File: config.mk
export PLATFORM = sky130hd
export DESIGN_NAME = command_queue_stop_and_wait_sender_flat
export DESIGN_NICKNAME = d
export VERILOG_FILES = /design/src/hw/rtl/cqs_pkg.sv /design/src/hw/rtl/cqs_channels.sv /design/src/hw/rtl/command_queue_stop_and_wait_sender.sv /design/src/flat_wrapper.sv
export SDC_FILE = /design/constraint.sdc
export NUM_CORES = 1
export LEC_CHECK = 0
export ABC_CLOCK_PERIOD_IN_PS = 7500
export BUFFER_PORTS_ARGS = -buffer_cell sky130_fd_sc_hd__buf_2
export CORE_MARGIN = 5
export CORE_UTILIZATION = 40
export CTS_CLUSTER_DIAMETER = 150
export DETAILED_ROUTE_END_ITERATION = 8
export PLACE_DENSITY = 0.62
export SLEW_MARGIN = 25
export SYNTH_ARGS = -nofsm -noshare
export SYNTH_HDL_FRONTEND = slang
export SYNTH_SLANG_ARGS = --single-unit
export TNS_END_PERCENT = 50
File: constraint.sdc
create_clock -name clk_i -period 7.5 [get_ports clk_i]
set_clock_uncertainty 0.1 [all_clocks]
set_input_delay 0.375 -clock clk_i [delete_from_list [all_inputs] [get_ports clk_i]]
set_output_delay 0.375 -clock clk_i [all_outputs]
set_load 0.02 [all_outputs]
File: src/hw/rtl/cqs_pkg.sv
// shared types, codes and constants of the stop-and-wait command sender
package cqs_pkg;

  // default queue depth
  localparam int unsigned QueueDepthDef = 16;

  // payload widths
  localparam int unsigned ModeW    = 3;
  localparam int unsigned TypeW    = 8;
  localparam int unsigned HandleW  = 16;
  localparam int unsigned SeqW     = 4;
  localparam int unsigned AttemptW = 4;
  localparam int unsigned StatusW  = 3;
  localparam int unsigned TimeoutW = 16;
  localparam int unsigned RetryW   = 4;

  // configuration port
  localparam int unsigned CfgIdxW  = 1;
  localparam int unsigned CfgDataW = 16;

  // reset values of the registers
  localparam logic [TimeoutW-1:0] TimeoutRst = 16'd100;
  localparam logic [RetryW-1:0]   RetryRst   = 4'd3;

  // sequence numbers cycle through this range
  localparam logic [SeqW-1:0] SeqFirst = 4'd1;
  localparam logic [SeqW-1:0] SeqMax   = 4'd9;

  typedef enum logic [ModeW-1:0] {
    MODE_ENQUEUE   = 3'd0,
    MODE_REPLY     = 3'd1,
    MODE_TICK      = 3'd2,
    MODE_LINK_UP   = 3'd3,
    MODE_LINK_DOWN = 3'd4
  } mode_e;

  typedef enum logic [StatusW-1:0] {
    ST_OK          = 3'd0,
    ST_LINK_REJECT = 3'd1,
    ST_QUEUE_FULL  = 3'd2,
    ST_REPLY_MATCH = 3'd3,
    ST_UNSOLICITED = 3'd4,
    ST_MISMATCH    = 3'd5,
    ST_ABANDONED   = 3'd6
  } status_e;

  typedef enum logic [CfgIdxW-1:0] {
    CFG_TIMEOUT = 1'd0,
    CFG_RETRIES = 1'd1
  } cfg_idx_e;

  typedef enum logic [2:0] {
    S_IDLE,
    S_EXEC,
    S_FETCH,
    S_SEND,
    S_EMIT
  } state_e;

  // one queued command
  typedef struct packed {
    logic [TypeW-1:0]   cmd_type;
    logic [HandleW-1:0] handle;
  } entry_t;

  // one result beat, without the queue count
  typedef struct packed {
    logic                transmit;
    logic [TypeW-1:0]    tx_cmd_type;
    logic [HandleW-1:0]  tx_handle;
    logic [SeqW-1:0]     tx_seq;
    logic [AttemptW-1:0] tx_attempt;
    status_e             status;
    logic [HandleW-1:0]  done_handle;
  } res_t;

endpackage

File: src/hw/rtl/cqs_channels.sv
// valid/ready channels for events in and results out
interface cqs_evt_if
  import cqs_pkg::*;
();
  logic               valid;
  logic               ready;
  logic [ModeW-1:0]   mode;
  logic [TypeW-1:0]   cmd_type;
  logic [HandleW-1:0] cmd_handle;
  logic [SeqW-1:0]    reply_seq;

  modport source (output valid, mode, cmd_type, cmd_handle, reply_seq, input ready);
  modport sink   (input valid, mode, cmd_type, cmd_handle, reply_seq, output ready);
endinterface

interface cqs_res_if
  import cqs_pkg::*;
#(
  parameter int unsigned CountW = 5
) ();
  logic                valid;
  logic                ready;
  logic                transmit;
  logic [TypeW-1:0]    tx_cmd_type;
  logic [HandleW-1:0]  tx_handle;
  logic [SeqW-1:0]     tx_seq;
  logic [AttemptW-1:0] tx_attempt;
  logic [StatusW-1:0]  status;
  logic [HandleW-1:0]  done_handle;
  logic [CountW-1:0]   queue_count;

  modport source (output valid, transmit, tx_cmd_type, tx_handle, tx_seq, tx_attempt,
                  status, done_handle, queue_count, input ready);
  modport sink   (input valid, transmit, tx_cmd_type, tx_handle, tx_seq, tx_attempt,
                  status, done_handle, queue_count, output ready);
endinterface

File: src/hw/rtl/command_queue_stop_and_wait_sender.sv
// Stop-and-wait command sender: command queue in a synchronous RAM plus send/retry control.
// Each event beat is accepted in S_IDLE, executed in S_EXEC and its result registered in
// S_EMIT; when a reply or an abandon frees the head and the next command is sent, S_FETCH
// and S_SEND come between (the new head is read from the RAM). Events are taken one at a
// time, the next only after the last result has left S_EMIT, which waits on a stalled result.
// Reset: queue empty, link down, nothing pending, next sequence 1, timeout 100, retries 3.
module command_queue_stop_and_wait_sender
  import cqs_pkg::*;
#(
  parameter int unsigned QueueDepth = QueueDepthDef,
  parameter int unsigned CountW     = $clog2(QueueDepth + 1)
) (
  input  logic                clk_i,
  input  logic                rst_ni,
  input  logic                cfg_we_i,
  input  logic [CfgIdxW-1:0]  cfg_idx_i,
  input  logic [CfgDataW-1:0] cfg_data_i,
  cqs_evt_if.sink             evt_i,
  cqs_res_if.source           res_o
);

  localparam int unsigned AddrW = $clog2(QueueDepth);

  // control and queue state
  state_e              state_q, state_d;
  logic [AddrW-1:0]    head_q, head_d;
  logic [CountW-1:0]   count_q, count_d;
  logic                link_q, link_d;
  logic                await_q, await_d;
  logic [SeqW-1:0]     nseq_q, nseq_d;
  logic [SeqW-1:0]     hseq_q, hseq_d;
  logic [RetryW-1:0]   retry_q, retry_d;
  logic [TimeoutW-1:0] tmo_cnt_q, tmo_cnt_d;
  logic [TimeoutW-1:0] tmo_cfg_q;
  logic [RetryW-1:0]   max_retry_q;

  // latched event
  logic [ModeW-1:0]    mode_q;
  logic [TypeW-1:0]    typ_q;
  logic [HandleW-1:0]  hdl_q;
  logic [SeqW-1:0]     rseq_q;

  // result staging and output register
  res_t                res_q, res_d;
  res_t                out_q;
  logic [CountW-1:0]   out_cnt_q;
  logic                out_valid_q;

  // command RAM
  entry_t              mem [QueueDepth];
  entry_t              rd_data_q;
  logic                mem_we;
  logic [AddrW-1:0]    mem_waddr;

  // datapath helpers
  entry_t              head_ent;
  entry_t              send_ent;
  entry_t              new_ent;
  logic                do_send;
  logic                need_fetch;
  logic                slot_free;
  logic [SeqW-1:0]     send_seq;
  logic [AddrW:0]      tail_sum;
  logic [AddrW-1:0]    tail_addr;
  logic [AddrW-1:0]    head_inc;
  logic [TimeoutW-1:0] tmo_inc;
  logic                accept;

  assign accept    = evt_i.valid && evt_i.ready;
  assign slot_free = !out_valid_q || res_o.ready;
  assign evt_i.ready = (state_q == S_IDLE);

  // queue address arithmetic, wraps at any depth
  assign tail_sum  = {1'b0, head_q} + (AddrW + 1)'(count_q);
  assign tail_addr = (tail_sum >= (AddrW + 1)'(QueueDepth)) ?
                     AddrW'(tail_sum - (AddrW + 1)'(QueueDepth)) : AddrW'(tail_sum);
  assign head_inc  = (head_q == AddrW'(QueueDepth - 1)) ? '0 : head_q + AddrW'(1);

  // saturating tick count
  assign tmo_inc = (tmo_cnt_q != '1) ? tmo_cnt_q + TimeoutW'(1) : tmo_cnt_q;

  // head of queue, forwarded from the event when the queue is empty
  assign new_ent  = '{cmd_type: typ_q, handle: hdl_q};
  assign head_ent = (count_q == '0) ? new_ent : rd_data_q;

  // fresh sequence number for a first send
  assign send_seq = (nseq_q < SeqFirst || nseq_q > SeqMax) ? SeqFirst : nseq_q;

  // command RAM, one write and one registered read of the head per cycle
  // not cleared at reset, only occupied entries are ever used
  always_ff @(posedge clk_i) begin
    if (mem_we) begin
      mem[mem_waddr] <= new_ent;
    end
    rd_data_q <= mem[head_q];
  end

  // next state
  always_comb begin
    state_d = state_q;
    case (state_q)
      S_IDLE:  if (evt_i.valid) state_d = S_EXEC;
      S_EXEC:  state_d = need_fetch ? S_FETCH : S_EMIT;
      S_FETCH: state_d = S_SEND;
      S_SEND:  state_d = S_EMIT;
      S_EMIT:  if (slot_free) state_d = S_IDLE;
      default: state_d = S_IDLE;
    endcase
  end

  // event execution and send decision
  always_comb begin
    head_d     = head_q;
    count_d    = count_q;
    link_d     = link_q;
    await_d    = await_q;
    nseq_d     = nseq_q;
    hseq_d     = hseq_q;
    retry_d    = retry_q;
    tmo_cnt_d  = tmo_cnt_q;
    res_d      = res_q;
    mem_we     = 1'b0;
    mem_waddr  = tail_addr;
    need_fetch = 1'b0;
    do_send    = 1'b0;
    send_ent   = head_ent;

    case (state_q)
      S_EXEC: begin
        res_d        = '0;
        res_d.status = ST_OK;
        case (mode_q)
          MODE_ENQUEUE: begin
            if (!link_q) begin
              res_d.status = ST_LINK_REJECT;
            end else if (count_q == CountW'(QueueDepth)) begin
              res_d.status = ST_QUEUE_FULL;
            end else begin
              mem_we  = 1'b1;
              count_d = count_q + CountW'(1);
              do_send = !await_q;
            end
          end
          MODE_REPLY: begin
            if (!await_q || count_q == '0) begin
              res_d.status = ST_UNSOLICITED;
            end else if (head_ent.cmd_type != typ_q || hseq_q != rseq_q) begin
              res_d.status = ST_MISMATCH;
            end else begin
              res_d.status      = ST_REPLY_MATCH;
              res_d.done_handle = head_ent.handle;
              head_d     = head_inc;
              count_d    = count_q - CountW'(1);
              await_d    = 1'b0;
              retry_d    = '0;
              tmo_cnt_d  = '0;
              hseq_d     = '0;
              need_fetch = link_q && (count_q != CountW'(1));
            end
          end
          MODE_TICK: begin
            if (await_q && count_q != '0) begin
              tmo_cnt_d = tmo_inc;
              if (tmo_inc >= tmo_cfg_q) begin
                tmo_cnt_d = '0;
                if (retry_q >= max_retry_q) begin
                  res_d.status      = ST_ABANDONED;
                  res_d.done_handle = head_ent.handle;
                  head_d     = head_inc;
                  count_d    = count_q - CountW'(1);
                  await_d    = 1'b0;
                  retry_d    = '0;
                  hseq_d     = '0;
                  need_fetch = link_q && (count_q != CountW'(1));
                end else begin
                  // resend the head with the same sequence number
                  retry_d           = retry_q + RetryW'(1);
                  res_d.transmit    = 1'b1;
                  res_d.tx_cmd_type = head_ent.cmd_type;
                  res_d.tx_handle   = head_ent.handle;
                  res_d.tx_seq      = hseq_q;
                  res_d.tx_attempt  = retry_q + RetryW'(1);
                end
              end
            end
          end
          MODE_LINK_UP: begin
            link_d  = 1'b1;
            do_send = !await_q && (count_q != '0);
          end
          MODE_LINK_DOWN: begin
            link_d    = 1'b0;
            await_d   = 1'b0;
            count_d   = '0;
            head_d    = '0;
            hseq_d    = '0;
            retry_d   = '0;
            tmo_cnt_d = '0;
          end
          default: ;
        endcase
      end
      S_SEND: begin
        send_ent = rd_data_q;
        do_send  = link_q && !await_q && (count_q != '0);
      end
      default: ;
    endcase

    // first send of the head command
    if (do_send) begin
      hseq_d            = send_seq;
      nseq_d            = (send_seq >= SeqMax) ? SeqFirst : send_seq + SeqW'(1);
      retry_d           = '0;
      tmo_cnt_d         = '0;
      await_d           = 1'b1;
      res_d.transmit    = 1'b1;
      res_d.tx_cmd_type = send_ent.cmd_type;
      res_d.tx_handle   = send_ent.handle;
      res_d.tx_seq      = send_seq;
      res_d.tx_attempt  = '0;
    end
  end

  // control registers
  always_ff @(posedge clk_i or negedge rst_ni) begin
    if (!rst_ni) begin
      state_q     <= S_IDLE;
      head_q      <= '0;
      count_q     <= '0;
      link_q      <= 1'b0;
      await_q     <= 1'b0;
      nseq_q      <= SeqFirst;
      hseq_q      <= '0;
      retry_q     <= '0;
      tmo_cnt_q   <= '0;
      out_valid_q <= 1'b0;
    end else begin
      state_q   <= state_d;
      head_q    <= head_d;
      count_q   <= count_d;
      link_q    <= link_d;
      await_q   <= await_d;
      nseq_q    <= nseq_d;
      hseq_q    <= hseq_d;
      retry_q   <= retry_d;
      tmo_cnt_q <= tmo_cnt_d;
      if (state_q == S_EMIT && slot_free) begin
        out_valid_q <= 1'b1;
      end else if (res_o.ready) begin
        out_valid_q <= 1'b0;
      end
    end
  end

  // configuration registers
  always_ff @(posedge clk_i or negedge rst_ni) begin
    if (!rst_ni) begin
      tmo_cfg_q   <= TimeoutRst;
      max_retry_q <= RetryRst;
    end else if (cfg_we_i) begin
      case (cfg_idx_e'(cfg_idx_i))
        CFG_TIMEOUT: tmo_cfg_q   <= cfg_data_i[TimeoutW-1:0];
        CFG_RETRIES: max_retry_q <= cfg_data_i[RetryW-1:0];
        default: ;
      endcase
    end
  end

  // event capture and result payload
  always_ff @(posedge clk_i) begin
    if (accept) begin
      mode_q <= evt_i.mode;
      typ_q  <= evt_i.cmd_type;
      hdl_q  <= evt_i.cmd_handle;
      rseq_q <= evt_i.reply_seq;
    end
    res_q <= res_d;
    if (state_q == S_EMIT && slot_free) begin
      out_q     <= res_q;
      out_cnt_q <= count_q;
    end
  end

  // result beat
  assign res_o.valid       = out_valid_q;
  assign res_o.transmit    = out_q.transmit;
  assign res_o.tx_cmd_type = out_q.tx_cmd_type;
  assign res_o.tx_handle   = out_q.tx_handle;
  assign res_o.tx_seq      = out_q.tx_seq;
  assign res_o.tx_attempt  = out_q.tx_attempt;
  assign res_o.status      = out_q.status;
  assign res_o.done_handle = out_q.done_handle;
  assign res_o.queue_count = out_cnt_q;

endmodule

File: src/flat_wrapper.sv
// flat-port wrapper written by rule: the top's interface ports become plain ports
module command_queue_stop_and_wait_sender_flat import cqs_pkg::*;
#(
  parameter int unsigned QueueDepth = QueueDepthDef,
  parameter int unsigned CountW     = $clog2(QueueDepth + 1)
)
  (clk_i, rst_ni, cfg_we_i, cfg_idx_i, cfg_data_i, evt_i_valid, evt_i_mode, evt_i_cmd_type, evt_i_cmd_handle, evt_i_reply_seq, evt_i_ready, res_o_valid, res_o_transmit, res_o_tx_cmd_type, res_o_tx_handle, res_o_tx_seq, res_o_tx_attempt, res_o_status, res_o_done_handle, res_o_queue_count, res_o_ready);
  cqs_evt_if evt_i_i ();
  cqs_res_if #(.CountW(CountW)) res_o_i ();
  input  logic clk_i;
  input  logic rst_ni;
  input  logic cfg_we_i;
  input  logic [CfgIdxW-1:0] cfg_idx_i;
  input  logic [CfgDataW-1:0] cfg_data_i;
  input wire logic [$bits(evt_i_i.valid)-1:0] evt_i_valid;
  input wire logic [$bits(evt_i_i.mode)-1:0] evt_i_mode;
  input wire logic [$bits(evt_i_i.cmd_type)-1:0] evt_i_cmd_type;
  input wire logic [$bits(evt_i_i.cmd_handle)-1:0] evt_i_cmd_handle;
  input wire logic [$bits(evt_i_i.reply_seq)-1:0] evt_i_reply_seq;
  output wire logic [$bits(evt_i_i.ready)-1:0] evt_i_ready;
  output wire logic [$bits(res_o_i.valid)-1:0] res_o_valid;
  output wire logic [$bits(res_o_i.transmit)-1:0] res_o_transmit;
  output wire logic [$bits(res_o_i.tx_cmd_type)-1:0] res_o_tx_cmd_type;
  output wire logic [$bits(res_o_i.tx_handle)-1:0] res_o_tx_handle;
  output wire logic [$bits(res_o_i.tx_seq)-1:0] res_o_tx_seq;
  output wire logic [$bits(res_o_i.tx_attempt)-1:0] res_o_tx_attempt;
  output wire logic [$bits(res_o_i.status)-1:0] res_o_status;
  output wire logic [$bits(res_o_i.done_handle)-1:0] res_o_done_handle;
  output wire logic [$bits(res_o_i.queue_count)-1:0] res_o_queue_count;
  input wire logic [$bits(res_o_i.ready)-1:0] res_o_ready;
  assign evt_i_i.valid = evt_i_valid;
  assign evt_i_i.mode = evt_i_mode;
  assign evt_i_i.cmd_type = evt_i_cmd_type;
  assign evt_i_i.cmd_handle = evt_i_cmd_handle;
  assign evt_i_i.reply_seq = evt_i_reply_seq;
  assign evt_i_ready = evt_i_i.ready;
  assign res_o_valid = res_o_i.valid;
  assign res_o_transmit = res_o_i.transmit;
  assign res_o_tx_cmd_type = res_o_i.tx_cmd_type;
  assign res_o_tx_handle = res_o_i.tx_handle;
  assign res_o_tx_seq = res_o_i.tx_seq;
  assign res_o_tx_attempt = res_o_i.tx_attempt;
  assign res_o_status = res_o_i.status;
  assign res_o_done_handle = res_o_i.done_handle;
  assign res_o_queue_count = res_o_i.queue_count;
  assign res_o_i.ready = res_o_ready;
  command_queue_stop_and_wait_sender #(.QueueDepth(QueueDepth), .CountW(CountW)) u_core (.clk_i(clk_i), .rst_ni(rst_ni), .cfg_we_i(cfg_we_i), .cfg_idx_i(cfg_idx_i), .cfg_data_i(cfg_data_i), .evt_i(evt_i_i), .res_o(res_o_i));
endmodule
==> metrics.yaml <==
synthesis:
  synth_top_family_by_area: "multiplexers"
  synth-xor-area-share_pct: 1.111
  synthArstFlopShare_pct: 10.31
  yosys_register_bits: 611
  synth_cells: 1521
  syn-mean-instance-area_um2: 16.06
  synth_edf_count: 519
  synthesis.area_um2: 24430
  synth-main-ff-cell: "edfxtp_1"
  synthSimpleGateAreaFrac_pct: 5.674
  synth_area_leader_cell: "edfxtp_1"
  synthAdderAreaFrac_pct: 1.721
  synth_top_area_share_pct: 63.79
  synth_fp_nets: 1607
  synth_seq_area_share_pct: 72.65
  yosysUniqueCellTypes: 73
  synth_area_leaders: "edfxtp_1 64%, dfrtp_1 5.8%, mux4_2 4.4%, mux2i_1 3.2%, dfxtp_1 2.4%"
  synth_mux_area_share_pct: 9.147
  synth-compound-area-share_pct: 7.974
  yosys_warnings: 0
worst_hold_path:
  holdPathStages: 4
  holdCritPathClass: "in2reg"
cells_and_area:
  antenna_cells: 0
  nFillCells: 5096
  synthToLayoutAreaGrowth_pct: 16.26
  seqCellArea_um2: 17760
  layout-drive-gt1-share_pct: 20.18
  fin_nets: 1783
  multi_input_area_um2: 6345
  finalNonFillerCells: 2531
  finish.utilization_pct: 46.97
global_routing:
  grt_max_degree: 128
  grt_pass1_wl_um: 86110
  grt_util_all_layers_pct: 16.79
  grt_pass1_vias: 13840
  overflow: 0
  antenna_found_initial: 0
timing:
  hold_ws_ns: 0.05403
  final_hold_viol_count: 0
  timing.final.ws_setup_ns: 2.721
  setup_tns_ns: 0
  slew-limit-headroom_pct: 27.41
  period_needed_ns: 4.779
  worstMarginPinSlew_ns: 1.089
  slew_viol_final: 0
  fmax_ghz: 0.2093
  fin_crit_sh_pct: 63.72
  rsz0062_at_grt: "false"
  finalSetupViolCount: 0
critical_path:
  crit_arrival_ns: 5.17
  cp_top_family: "simple AND/OR/NAND/NOR gates"
  cp.required_ns: 7.89
  crit_type: "reg2reg"
  r2r_cells: 11
  cp-end-kind: "flop"
  cp_num_cells: 11
  cp_max_fo: 16
  crit_path_start_kind: "flop"
  crit_buf_inv: 0
  cpMaxStageDelayCell: "or4_1"
  path_cells: "ha_1 > nand4_1 > or4_1 > xnor2_1 > ha_1 > nand2b_1 > a2111oi_0 > o32a_1 > nand3_1 > nand3_1 > mux2_2"
  cpPeakStageDelay_ns: 0.69
detailed_routing:
  wl_per_cell_um: 22.47
  via_per_inst: 5.453
  drc: 0
  vias: 13800
  drtIter0Drc: 1239
  drtAntennaViolNets: 0
  wirelength_um: 56860
  drt_pass1_iterations: 5
die:
  die_y_um: 257.1
  rows: 90
  die_x_um: 257.1
  die-area_um2: 66120
  start_util_pct: 40.40
  ios: 112
  core_area_um2: 60470
clocking:
  cts_buffer_depth: 3
  cts_buffers: 60
  clockRootBuffer: "clkbuf_16"
  post-cts-setup-buffer-count: 0
  clk_latency_ns: 0.64
  clock-sinks: 611
  htreeDepth: 2
  cts_tree: "built"
  path_clk_slew_ns: 0.06
place:
  dp.cells: 2368
  hpwl_um: 33050
  io_buffer_count: 111
  gp_congestion: 0.8063
  place_ws_ns: 2.781
run:
  maxCapViolations: 0
power_and_ir_drop:
  power_density_nw_per_um2: 315.1
  power.leakage_nw: 9.921
  ir_drop_uv: 313.9
outcome:
  status: "finished, final reports clean"
[final cells by class]
cell class	instances	share of cell area, %
tap	782	3.445
multi-input combinational	802	22.34
inverter	30	0.3965
clock inverter	32	1.048
sequential	611	62.52
clock buffer	82	5.683
timing repair buffer	192	4.572
[flip-flops by register name, summed over array words and instances, names as in the netlist, 16 cells and up]
signal	flops
u_core.tmo_cfg_q	16
u_core.res_o.done_handle	16
u_core.res_q	52
u_core.res_o.tx_handle	16
u_core.mem	384
u_core.rd_data_q	24
u_core.hdl_q	16
u_core.tmo_cnt_q	16
[cells in the final DEF (no fill, tap or decap), types with 29 or more instances in the layout]
cell,n
mux4_2,48
nand2_1,126
a21oi_1,74
o21ai_0,76
clkbuf_16,60
ha_1,32
dfrtp_1,55
edfxtp_1,519
mux2i_1,77
dlygate4sd3_1,49
buf_4,31
dfxtp_1,29
buf_2,111
mux2_2,34
[stage by stage]
| stage | cell area (µm²) | total power [W] |
|---|---|---|
| global route | 28400 | 0.009368 |
| floorplan | 24430 | 0.005536 |
| CTS | 28400 | 0.009048 |
| finish | 28400 | 0.008951 |
| detailed placement | 26000 | 0.006097 |
| global placement | 26000 | 0.006055 |
[worst paths after layout]
kind                                      from                     end  slack (ns)
max in group asynchronous               rst_ni        u_core.head_q[1]        6.26
setup reg to reg           u_core.tmo_cnt_q[0]        u_core.head_q[0]        2.72
hold reg to reg               u_core.res_q[23]  u_core.res_o.tx_seq[0]        0.31
setup / recovery           u_core.tmo_cnt_q[0]        u_core.head_q[0]        2.72
min in group asynchronous               rst_ni     u_core.tmo_cfg_q[8]        0.38
hold / removal                     res_o_ready       u_core.state_q[2]        0.05
[what timing repair did]
item	CTS	global route
endpoints found under the hold margin	109	0
hold buffers	49	0
gates resized for setup	0	0
[metal layers]
layer,GRT usage (%),vias up,wire [µm]
met1,23.66,7038,25680
met2,27.46,381,27170
met4,4.339,0,1205
met5,0,-,0
li1,-,6298,-
met3,2.775,85,2795
[tightest hold or removal path: cells and delay by family]
family | cells | cell delay (ns)
AND/OR/NAND/NOR | 2 | 0.20
AO/OA/AOI/OAI | 1 | 0.06
buffers and inverters | 1 | 0.08
[cell usage after synthesis, types with 3 or more instances]
| cell type | instances |
|---|---|
| edfxtp_1 | 519 |
| nand2_1 | 126 |
| mux2i_1 | 77 |
| o21ai_0 | 76 |
| a21oi_1 | 74 |
| clkbuf_1 | 61 |
| dfrtp_1 | 57 |
| mux4_2 | 48 |
| nor2_1 | 44 |
| mux2_2 | 34 |
| ha_1 | 32 |
| dfxtp_1 | 29 |
| inv_1 | 29 |
| a22o_1 | 28 |
| a221oi_1 | 25 |
| a22oi_1 | 24 |
| xnor2_1 | 24 |
| nand3_1 | 21 |
| nor3_1 | 15 |
| nand4_1 | 14 |
| o31ai_1 | 13 |
| buf_1 | 10 |
| nor2b_1 | 10 |
| nand2b_1 | 8 |
| a21o_1 | 7 |
| and2_1 | 7 |
| o21a_1 | 7 |
| or4_1 | 7 |
| xor2_1 | 7 |
| buf_2 | 6 |
| dfstp_2 | 6 |
| a31oi_1 | 5 |
| a31o_2 | 4 |
| nor3b_1 | 4 |
| or3_1 | 4 |
| a211o_1 | 3 |
| a211oi_1 | 3 |
| a2bb2oi_1 | 3 |
| and4_1 | 3 |
| nor4_1 | 3 |
| o2bb2ai_1 | 3 |
| o41ai_1 | 3 |
[where the power goes]
group          total [W]  switching [W]  internal (W)
Combinational    0.00165       0.000941      0.000713
Sequential       0.00438       0.000323       0.00405
Clock            0.00292        0.00127       0.00165
[logic make-up (layout without fill, tap and decap cells)]
logic type               Yosys count  count (layout)
multiplexers                     159             159
flip-flops                       611             611
buffers and inverters            108             336
AND/OR/NAND/NOR                  285             285
XOR/XNOR                          31              31
AO/OA/AOI/OAI                    294             294
adder cells (fa/ha/maj)           33              33
(Power assumes the default switching activity.)
